**config.mk**
```make
export PLATFORM = sky130hd
export DESIGN_NAME = block_xor_delta_encoder
export DESIGN_NICKNAME = d
export VERILOG_FILES = /design/src/bxde_pkg.sv /design/src/block_xor_delta_encoder.sv
export SDC_FILE = /design/constraint.sdc
export NUM_CORES = 2
export LEC_CHECK = 0
export BUFFER_PORTS_ARGS = -buffer_cell sky130_fd_sc_hd__buf_2
export CORE_ASPECT_RATIO = 1.75
export CORE_MARGIN = 1
export CORE_UTILIZATION = 57
export DETAILED_ROUTE_END_ITERATION = 7
export PLACE_DENSITY = 0.78
export RECOVER_POWER = 100
export SLEW_MARGIN = 20
export SYNTH_ARGS = -nofsm -noshare
export SYNTH_HDL_FRONTEND = slang
export SYNTH_SLANG_ARGS = --single-unit
export TNS_END_PERCENT = 100
```
**constraint.sdc**
```tcl
create_clock -name clock -period 6.25 [get_ports clock]
set_input_delay 0.625 -clock clock [delete_from_list [all_inputs] [get_ports clock]]
set_output_delay 0.625 -clock clock [all_outputs]
set_load 0.01 [all_outputs]
```
**src/bxde_pkg.sv**
```systemverilog
`timescale 1ns / 1ps

package bxde_pkg;

   localparam int MAX_VECTOR_LENGTH = 256;
   localparam int ENTRY_BYTES       = 4;
   localparam int MASK_BITS         = 8;

   localparam int ADDR_W   = $clog2(MAX_VECTOR_LENGTH);
   localparam int POS_W    = $clog2(MAX_VECTOR_LENGTH + 1);
   localparam int WORD_W   = 16;
   localparam int VLEN_W   = 9;
   localparam int BLOG_W   = 4;
   localparam int BLKNUM_W = 7;
   localparam int COUNT_W  = 8;
   localparam int TOTAL_W  = 10;
   localparam int STATUS_W = 2;
   localparam int CSR_IDX_W  = 1;
   localparam int CSR_DATA_W = 9;
   localparam int MAX_BLOG   = 8;

   localparam logic [VLEN_W-1:0] VLEN_RESET = 9'd128;
   localparam logic [BLOG_W-1:0] BLOG_RESET = 4'd3;

   // op codes
   localparam logic OP_LOAD  = 1'b0;
   localparam logic OP_SLICE = 1'b1;

   // register indexes
   localparam logic [CSR_IDX_W-1:0] CSR_VECTOR_LENGTH = 1'd0;
   localparam logic [CSR_IDX_W-1:0] CSR_BLOCK_LOG2    = 1'd1;

   // status codes
   localparam logic [STATUS_W-1:0] ST_OK     = 2'd0;
   localparam logic [STATUS_W-1:0] ST_LENGTH = 2'd1;
   localparam logic [STATUS_W-1:0] ST_NO_REF = 2'd2;
   localparam logic [STATUS_W-1:0] ST_UNUSED = 2'd3;

   // result tdata layout
   localparam int RSP_DATA_W   = 48;
   localparam int RSP_EV_BIT   = 16;
   localparam int RSP_BN_LSB   = 17;
   localparam int RSP_BM_LSB   = 24;
   localparam int RSP_TB_LSB   = 32;
   localparam int RSP_ST_LSB   = 42;

   typedef struct packed {
      logic                  active;      // slice word inside the vector
      logic                  clear_pre;   // vector aborted by a kind switch
      logic                  clear_post;  // vector ends with this item
      logic                  close;       // last word of its block
      logic                  window;      // word's flag survives in the mask
      logic                  tb_en;       // good final slice word
      logic [STATUS_W-1:0]   status;
      logic [BLKNUM_W-1:0]   block_number;
      logic [WORD_W-1:0]     word;
      logic                  last;
   } stage_type;

endpackage

```
**src/block_xor_delta_encoder.sv**
```systemverilog
`timescale 1ns / 1ps
// Channel | Dir | Handshake           | Content
// req     | in  | req_tvalid/tready   | tdata word_value, tuser op, tlast last_word
// rsp     | out | rsp_tvalid/tready   | tdata result fields, tlast vector_done
// csr     | in  | csr_valid/ready     | csr_index register, csr_data value
//
// One item per cycle sustained unless a result stalls or a register write waits.
// The front stage reads the reference memory (single port, registered read); the
// back stage compares, updates the block mask and loads the output register.
// Reset is synchronous: no item in flight, 128-word vectors, 8-word blocks.
// A stalled result holds; req_tready drops when a register write waits or both
// stages are full and the result stalls; csr_ready drops while the stage is full.

module block_xor_delta_encoder (
   input  logic        clock,
   input  logic        reset,
   input  logic        req_tvalid,
   output logic        req_tready,
   input  logic [15:0] req_tdata,   // word_value[15:0]
   input  logic        req_tuser,   // op
   input  logic        req_tlast,   // last_word
   output logic        rsp_tvalid,
   input  logic        rsp_tready,
   // decoded_word[15:0], entry_valid[16], block_number[23:17], block_mask[31:24],
   // total_bytes[41:32], status[43:42], zero[47:44]
   output logic [47:0] rsp_tdata,
   output logic        rsp_tlast,   // vector_done
   input  logic        csr_valid,
   output logic        csr_ready,
   input  logic [0:0]  csr_index,
   input  logic [8:0]  csr_data
);

   localparam int PW = bxde_pkg::POS_W;

   // configuration
   logic [bxde_pkg::VLEN_W-1:0] vlen_ff;
   logic [bxde_pkg::BLOG_W-1:0] blog_ff;

   // front state
   logic          ref_valid_ff, ref_valid_in;
   logic [PW-1:0] pos_count_ff, pos_count_in;
   logic          kind_ff;

   // back state
   logic [bxde_pkg::MASK_BITS-1:0] mask_ff, mask_in;
   logic                           has_diff_ff, has_diff_in;
   logic [bxde_pkg::COUNT_W-1:0]   entry_count_ff, entry_count_in;

   // pipeline
   bxde_pkg::stage_type          stage_ff, stage_in;
   logic                         stage_valid_ff;
   logic [bxde_pkg::WORD_W-1:0]  ref_rd_ff;
   logic [bxde_pkg::WORD_W-1:0]  ref_mem [bxde_pkg::MAX_VECTOR_LENGTH];

   logic [47:0] rsp_data_ff, rsp_data_in;
   logic        rsp_valid_ff;
   logic        rsp_last_ff;

   logic req_accept, csr_write, advance, out_free;
   logic mem_we, mem_re;

   // front combinational
   logic [PW-1:0]   len, pos, blk;
   logic [PW:0]     blk_end, pos_next;
   logic [3:0]      bb;
   logic            abort, ref_ok, in_range, good_len;

   // back combinational
   logic            diff;
   logic [bxde_pkg::MASK_BITS-1:0] m0, m1;
   logic            h0, h1;
   logic [bxde_pkg::COUNT_W-1:0]   e0, e1;
   logic [bxde_pkg::WORD_W-1:0]    decoded;
   logic            ev;
   logic [bxde_pkg::BLKNUM_W-1:0]  bn;
   logic [bxde_pkg::MASK_BITS-1:0] bm;
   logic [bxde_pkg::TOTAL_W-1:0]   tb;

   assign out_free   = !rsp_valid_ff || rsp_tready;
   assign advance    = stage_valid_ff && out_free;
   // hold new items while a register write waits for the stage to drain
   assign req_tready = (!stage_valid_ff || advance) && !csr_valid;
   assign req_accept = req_tvalid && req_tready;
   assign csr_ready  = !stage_valid_ff;
   assign csr_write  = csr_valid && csr_ready;

   assign rsp_tvalid = rsp_valid_ff;
   assign rsp_tdata  = rsp_data_ff;
   assign rsp_tlast  = rsp_last_ff;

   // ---------------- front stage ----------------
   always_comb begin
      if (vlen_ff == '0) begin
         len = PW'(1);
      end else if ((PW+1)'(vlen_ff) > (PW+1)'(bxde_pkg::MAX_VECTOR_LENGTH)) begin
         len = PW'(bxde_pkg::MAX_VECTOR_LENGTH);
      end else begin
         len = PW'(vlen_ff);
      end
      if (blog_ff == '0) begin
         bb = 4'd1;
      end else if (blog_ff > 4'(bxde_pkg::MAX_BLOG)) begin
         bb = 4'(bxde_pkg::MAX_BLOG);
      end else begin
         bb = blog_ff;
      end

      abort    = (pos_count_ff != '0) && (req_tuser != kind_ff);
      pos      = abort ? '0 : pos_count_ff;
      ref_ok   = (abort && kind_ff == bxde_pkg::OP_LOAD) ? 1'b0 : ref_valid_ff;
      in_range = pos < len;
      pos_next = (PW+1)'(pos) + (PW+1)'(1);
      good_len = pos_next == (PW+1)'(len);

      blk     = pos >> bb;
      blk_end = ((PW+1)'(blk) + (PW+1)'(1)) << bb;
      if (blk_end > (PW+1)'(len)) begin
         blk_end = (PW+1)'(len);
      end

      stage_in              = '0;
      stage_in.clear_pre    = abort;
      stage_in.last         = req_tlast;
      stage_in.word         = req_tdata;
      stage_in.block_number = blk[bxde_pkg::BLKNUM_W-1:0];
      stage_in.close        = pos_next == blk_end;
      stage_in.window       = (blk_end - pos_next) < (PW+1)'(bxde_pkg::MASK_BITS);
      stage_in.status       = bxde_pkg::ST_OK;

      ref_valid_in = ref_ok;
      pos_count_in = pos;
      mem_we       = 1'b0;
      mem_re       = 1'b0;

      if (req_tuser == bxde_pkg::OP_LOAD) begin
         if (pos == '0) begin
            ref_valid_in = 1'b0;
         end
         mem_we = in_range;
         if (req_tlast) begin
            stage_in.clear_post = 1'b1;
            pos_count_in        = '0;
            if (good_len) begin
               ref_valid_in = 1'b1;
            end else begin
               stage_in.status = bxde_pkg::ST_LENGTH;
            end
         end else if (in_range) begin
            pos_count_in = pos_next[PW-1:0];
         end
      end else if (!ref_ok) begin
         stage_in.status = bxde_pkg::ST_NO_REF;
      end else begin
         stage_in.active = in_range;
         mem_re          = in_range;
         if (req_tlast) begin
            stage_in.clear_post = 1'b1;
            pos_count_in        = '0;
            if (good_len) begin
               stage_in.tb_en = 1'b1;
            end else begin
               stage_in.status = bxde_pkg::ST_LENGTH;
            end
         end else if (in_range) begin
            pos_count_in = pos_next[PW-1:0];
         end
      end
   end

   always_ff @(posedge clock) begin
      if (req_accept && mem_we) begin
         ref_mem[pos[bxde_pkg::ADDR_W-1:0]] <= req_tdata;
      end
      if (req_accept && mem_re) begin
         ref_rd_ff <= ref_mem[pos[bxde_pkg::ADDR_W-1:0]];
      end
   end

   // ---------------- back stage ----------------
   always_comb begin
      m0 = stage_ff.clear_pre ? '0 : mask_ff;
      h0 = stage_ff.clear_pre ? 1'b0 : has_diff_ff;
      e0 = stage_ff.clear_pre ? '0 : entry_count_ff;

      diff = stage_ff.word != ref_rd_ff;
      m1   = m0;
      h1   = h0;
      e1   = e0;

      decoded = '0;
      ev      = 1'b0;
      bn      = '0;
      bm      = '0;
      tb      = '0;

      if (stage_ff.active) begin
         m1      = {m0[bxde_pkg::MASK_BITS-2:0], diff};
         h1      = h0 | diff;
         decoded = (diff && stage_ff.window) ? stage_ff.word : ref_rd_ff;
         if (stage_ff.close) begin
            if (h1) begin
               ev = 1'b1;
               bn = stage_ff.block_number;
               bm = m1;
               e1 = e0 + bxde_pkg::COUNT_W'(1);
            end
            m1 = '0;
            h1 = 1'b0;
         end
      end
      if (stage_ff.tb_en) begin
         tb = bxde_pkg::TOTAL_W'(e1 * bxde_pkg::ENTRY_BYTES);
      end

      mask_in        = stage_ff.clear_post ? '0 : m1;
      has_diff_in    = stage_ff.clear_post ? 1'b0 : h1;
      entry_count_in = stage_ff.clear_post ? '0 : e1;

      rsp_data_in = {4'd0, stage_ff.status, tb, bm, bn, ev, decoded};
   end

   // ---------------- registers ----------------
   always_ff @(posedge clock) begin
      if (reset) begin
         vlen_ff        <= bxde_pkg::VLEN_RESET;
         blog_ff        <= bxde_pkg::BLOG_RESET;
         ref_valid_ff   <= 1'b0;
         pos_count_ff   <= '0;
         kind_ff        <= bxde_pkg::OP_LOAD;
         mask_ff        <= '0;
         has_diff_ff    <= 1'b0;
         entry_count_ff <= '0;
         stage_valid_ff <= 1'b0;
         rsp_valid_ff   <= 1'b0;
      end else begin
         if (req_accept) begin
            ref_valid_ff <= ref_valid_in;
            pos_count_ff <= pos_count_in;
            kind_ff      <= req_tuser;
         end
         if (advance) begin
            mask_ff        <= mask_in;
            has_diff_ff    <= has_diff_in;
            entry_count_ff <= entry_count_in;
         end
         // writes arrive only while idle: drop any vector in progress
         if (csr_write) begin
            pos_count_ff   <= '0;
            mask_ff        <= '0;
            has_diff_ff    <= 1'b0;
            entry_count_ff <= '0;
            unique case (csr_index)
               bxde_pkg::CSR_VECTOR_LENGTH: begin
                  vlen_ff      <= csr_data[bxde_pkg::VLEN_W-1:0];
                  ref_valid_ff <= 1'b0;
               end
               bxde_pkg::CSR_BLOCK_LOG2: begin
                  blog_ff <= csr_data[bxde_pkg::BLOG_W-1:0];
               end
               default: begin
               end
            endcase
         end
         stage_valid_ff <= req_accept || (stage_valid_ff && !advance);
         rsp_valid_ff   <= advance || (rsp_valid_ff && !rsp_tready);
      end
   end

   always_ff @(posedge clock) begin
      if (req_accept) begin
         stage_ff <= stage_in;
      end
      if (advance) begin
         rsp_data_ff <= rsp_data_in;
         rsp_last_ff <= stage_ff.last;
      end
   end

endmodule

```
==> impl_metrics.json <==
{
  "status": "finished with violations",
  "violations": "design-rule violations, max-capacitance violations, max-slew violations, negative setup slack",
  "drtAntennaViolNets": 0,
  "io_buffers": 78,
  "cts_made_buffers": 345,
  "worstSetupPathType": "in -> reg",
  "rr_worst_depth": 27,
  "crit_required_ns": 6.27,
  "ys_ff_latch": 4229,
  "n_fill_cell": 18933,
  "first_pass_iters": 8,
  "hold_path_depth": 3,
  "die_w_um": 410,
  "ys_seq_area_share_pct": 76.1,
  "synth_edf_count": 4187,
  "r2r_start": "pos_count_ff[3]",
  "grt.overflow.total": 0,
  "synth_compound_area_share_pct": 5.50,
  "ir_drop_uv": 235,
  "async_flop_share_pct": 0,
  "clkPwrFrac_pct": 40.1,
  "synth.area.top_cells": "edfxtp_1 (76%), mux4_2 (7.0%), nand2_1 (4.8%)",
  "fin_crit_sh_pct": 109,
  "critPathCaptureType": "register",
  "hold_path_end": "vlen_ff[0]",
  "clkTransAtPathRegs_ns": 0.07,
  "yosys-mux-area-fraction_pct": 7.35,
  "register_area_mm2": 0.127,
  "grt_pass1_wl_um": 672000,
  "yosys_most_used_dff": "edfxtp_1",
  "worstHoldStart": "csr_data[0]",
  "dieHeight_um": 717,
  "multi_input_area_mm2": 0.0371,
  "worstSetupStartpointType": "input pin",
  "cts.path.max_buffers": 4,
  "viasPerCell": 6.71,
  "switching_share_pct": 20.0,
  "path_buf_inv": 2,
  "intPower_mw": 43.5,
  "yosysTopAreaCell": "edfxtp_1",
  "max_clock_freq_mhz": 147,
  "root_buffer": "clkbuf_16",
  "totalWireLength_um": 471000,
  "grt_pass1_vias": 99157,
  "finalMaxSlewViolations": 3354,
  "p_leak_nw": 61.6,
  "worstPathCellList": "clkbuf_1, clkbuf_2",
  "post_drt_wl_per_cell_um": 31.4,
  "fin_ws_ns": -0.535,
  "remaining_drc_errors": 45,
  "worst_pin_slew_ns": 6.69,
  "rsz0062_at_grt": "yes",
  "rows": 262,
  "drive_gt1_share_pct": 17.4,
  "dpl_cell_area_mm2": 0.176,
  "grtUsageMet2_pct": 51.9,
  "reg2reg_slack_ns": -0.20,
  "crit_arrival_ns": 6.81,
  "core_mm2": 0.290,
  "vias": 100789,
  "htreeDepth": 5,
  "p_seq_share_pct": 57.5,
  "finalSetupViolCount": 505,
  "synth.avg_cell_area_um2": 16.0,
  "crit_slowest_cell": "clkbuf_2",
  "synth_xor_area_share_pct": 0.231,
  "hp-class": "in -> reg",
  "syn_inst": 10370,
  "met3_usage_pct": 6.35,
  "die_area_mm2": 0.294,
  "final_core_util_pct": 64.3,
  "fin_area_mm2": 0.187,
  "cts.sinks": 4229,
  "start_util_pct": 57.3,
  "period_needed_ns": 6.79,
  "drv_cap": 28,
  "synth_top_family_by_area": "simple AND/OR/NAND/NOR gates",
  "yosys.area_share.simple_pct": 8.78,
  "post-dp-hpwl_um": 274000,
  "yosys_warnings": 0,
  "gp_congestion": 0.930,
  "skew_ns": 0.0914,
  "drtIter0Drc": 16154,
  "synthesis.area_mm2": 0.166,
  "grtUsageMet1_pct": 36.8,
  "ios": 85,
  "critPathTopFamily": "buffers and inverters",
  "grt.total_usage_pct": 31.6,
  "cp_max_fo": 189,
  "hold_viol_final": 0,
  "synth_cell_type_count": 79,
  "area_delta_synth_final_pct": 12.3,
  "synth_fa_ha_area_share_pct": 0.241,
  "max_stage_delay_ns": 3.13,
  "nets": 10956,
  "p_per_area_mw_per_mm2": 291,
  "power_switching_mw": 10.9,
  "antenna_found_initial": 26,
  "worstReg2RegEnd": "stage_ff[27]",
  "synth_top_area_share_pct": 75.6,
  "clock_latency_ns": 0.95,
  "grt_max_degree": 193,
  "cts_tree": "yes",
  "slew_headroom_pct": -346,
  "globalRoute.busiestLayer": "met2",
  "comb_power_share_pct": 2.4
}
==> cells in the mapped netlist (all sizes together) (6+ instances only) <==
| library cell | n |
|---|---|
| a311oi | 248 |
| o211ai | 11 |
| nand3 | 537 |
| mux2 | 6 |
| buf | 230 |
| dfxtp | 42 |
| a32oi | 6 |
| or4 | 12 |
| o21ai | 281 |
| ha | 32 |
| mux4 | 514 |
| nand4 | 9 |
| o21a | 10 |
| a211oi | 8 |
| edfxtp | 4187 |
| or3 | 12 |
| nor3 | 27 |
| a22oi | 364 |
| o22ai | 9 |
| and2 | 15 |
| nor2b | 34 |
| a221oi | 11 |
| and3 | 265 |
| nand2 | 2138 |
| clkbuf | 467 |
| nor2 | 352 |
| mux2i | 58 |
| nor4 | 10 |
| a31oi | 260 |
| xnor2 | 15 |
| inv | 36 |
| a21oi | 70 |
| nand2b | 6 |
| xor2 | 28 |
==> worst max path at each step <==
stage                          startpoint         endpoint  slack, ns  cells past startpoint
after floorplan                blog_ff[0]     stage_ff[27]      -0.11                     34
after global placement          req_tuser     stage_ff[27]      -0.79                     29
after detailed placement        req_tuser     stage_ff[27]      -0.76                     31
after CTS                      blog_ff[1]     stage_ff[27]      -0.22                     32
after global routing      pos_count_ff[3]     stage_ff[27]      -0.41                     27
final                       req_tdata[15]  ref_mem[57][15]      -0.54                      2
==> metal layers <==
metal  up-vias  routed length (µm)
met1     50476              148000
li1      41205                   -
met4        12               41800
met3      1610               51300
met5         -                  93
met2      7486              230000
==> worst register-to-register path: cells and delay by family, from the launching register on <==
kind / cells / cell delay [ns]
adders and majority gates: 2 / 0.55
AOI/OAI and AO/OA: 15 / 3.08
muxes: 2 / 0.54
DFF: 1 / 0.36
buffers and inverters: 2 / 0.23
xor gates and xnor gates: 1 / 0.31
and+or+nand+nor: 5 / 1.12
==> registers in the layout, indices dropped and copies added, names as in the netlist <==
register	flops
pos_count_ff	9
ref_rd_ff	16
entry_count_ff	8
mask_ff	7
rsp_tvalid	1
ref_mem	4096
rsp_tdata	42
rsp_tlast	1
kind_ff	1
has_diff_ff	1
rsp_data_in	2
stage_ff	30
stage_valid_ff	1
blog_ff	4
ref_valid_ff	1
vlen_ff	9
==> repair_timing <==
action | in CTS | in global routing
setup buffers | 10 | 5
hold buffers | 5 | 0
setup endpoints to repair | 1 | 3
endpoints found under the hold margin | 5 | 0
resized for setup | 25 | 16
pin swaps | 9 | 16
==> cell type report <==
type / count / share of cell area (%)
well taps: 3828 / 2.56
flip-flops and latches: 4229 / 67.8
clock inverters: 206 / 1.06
repair buffers: 866 / 3.76
inverters: 36 / 0.0804
multi-input cells: 5413 / 19.9
diodes: 20 / 0.0268
clock buffers: 412 / 4.86
==> power groups by stage <==
stage,sequential [mW],combinational (mW),clock [mW]
floorplan,31.8,0.452,0
global placement,31.8,1.22,0
detailed placement,31.8,1.26,0
CTS,31.2,1.30,21.8
global route,31.2,1.38,22.8
finish,31.2,1.31,21.8
==> cell families after synthesis <==
logic type	after synthesis
other cells	2
buf+inv	733
mux	578
fa+ha+maj	32
xor+xnor	43
compound gates	1320
simple gates	3433
flops	4229
==> stage by stage <==
| stage | hold WS [ns] | setup WS [ns] | total power, mW | std cells | TNS [ns] |
|---|---|---|---|---|---|
| after floorplan | 0.400 | -0.107 | 32.3 | 10375 | -0.107 |
| after global placement | 0.411 | -0.790 | 33.0 | 14348 | -0.823 |
| after detailed placement | 0.408 | -0.755 | 33.1 | 14351 | -0.947 |
| after CTS | 0.000249 | -0.222 | 54.3 | 14984 | -0.222 |
| after global routing | 0.0737 | -0.409 | 55.4 | 14998 | -122.14 |
| final | 0.0318 | -0.535 | 54.4 | 15010 | -111.03 |
==> placed cells by master (no fill, tap or decap), types with 14 or more instances in the layout <==
cell	count
a311oi_1	248
and3_1	264
dfxtp_1	40
a31oi_1	259
xor2_1	25
a21oi_1	68
nand3_1	536
mux4_2	514
o21ai_0	262
mux2i_1	57
inv_1	32
buf_2	62
ha_1	28
xnor2_1	14
nor2_1	347
bufinv_16	36
buf_12	59
clkinvlp_4	18
nor2b_1	34
buf_4	708
nand2_1	2120
diode_2	20
edfxtp_1	4187
nand2_2	16
clkinv_1	69
clkinv_2	69
nor3_1	21
clkbuf_16	353
clkbuf_1	75
a22oi_1	364
Note: power is estimated with default switching activity, not from simulation.
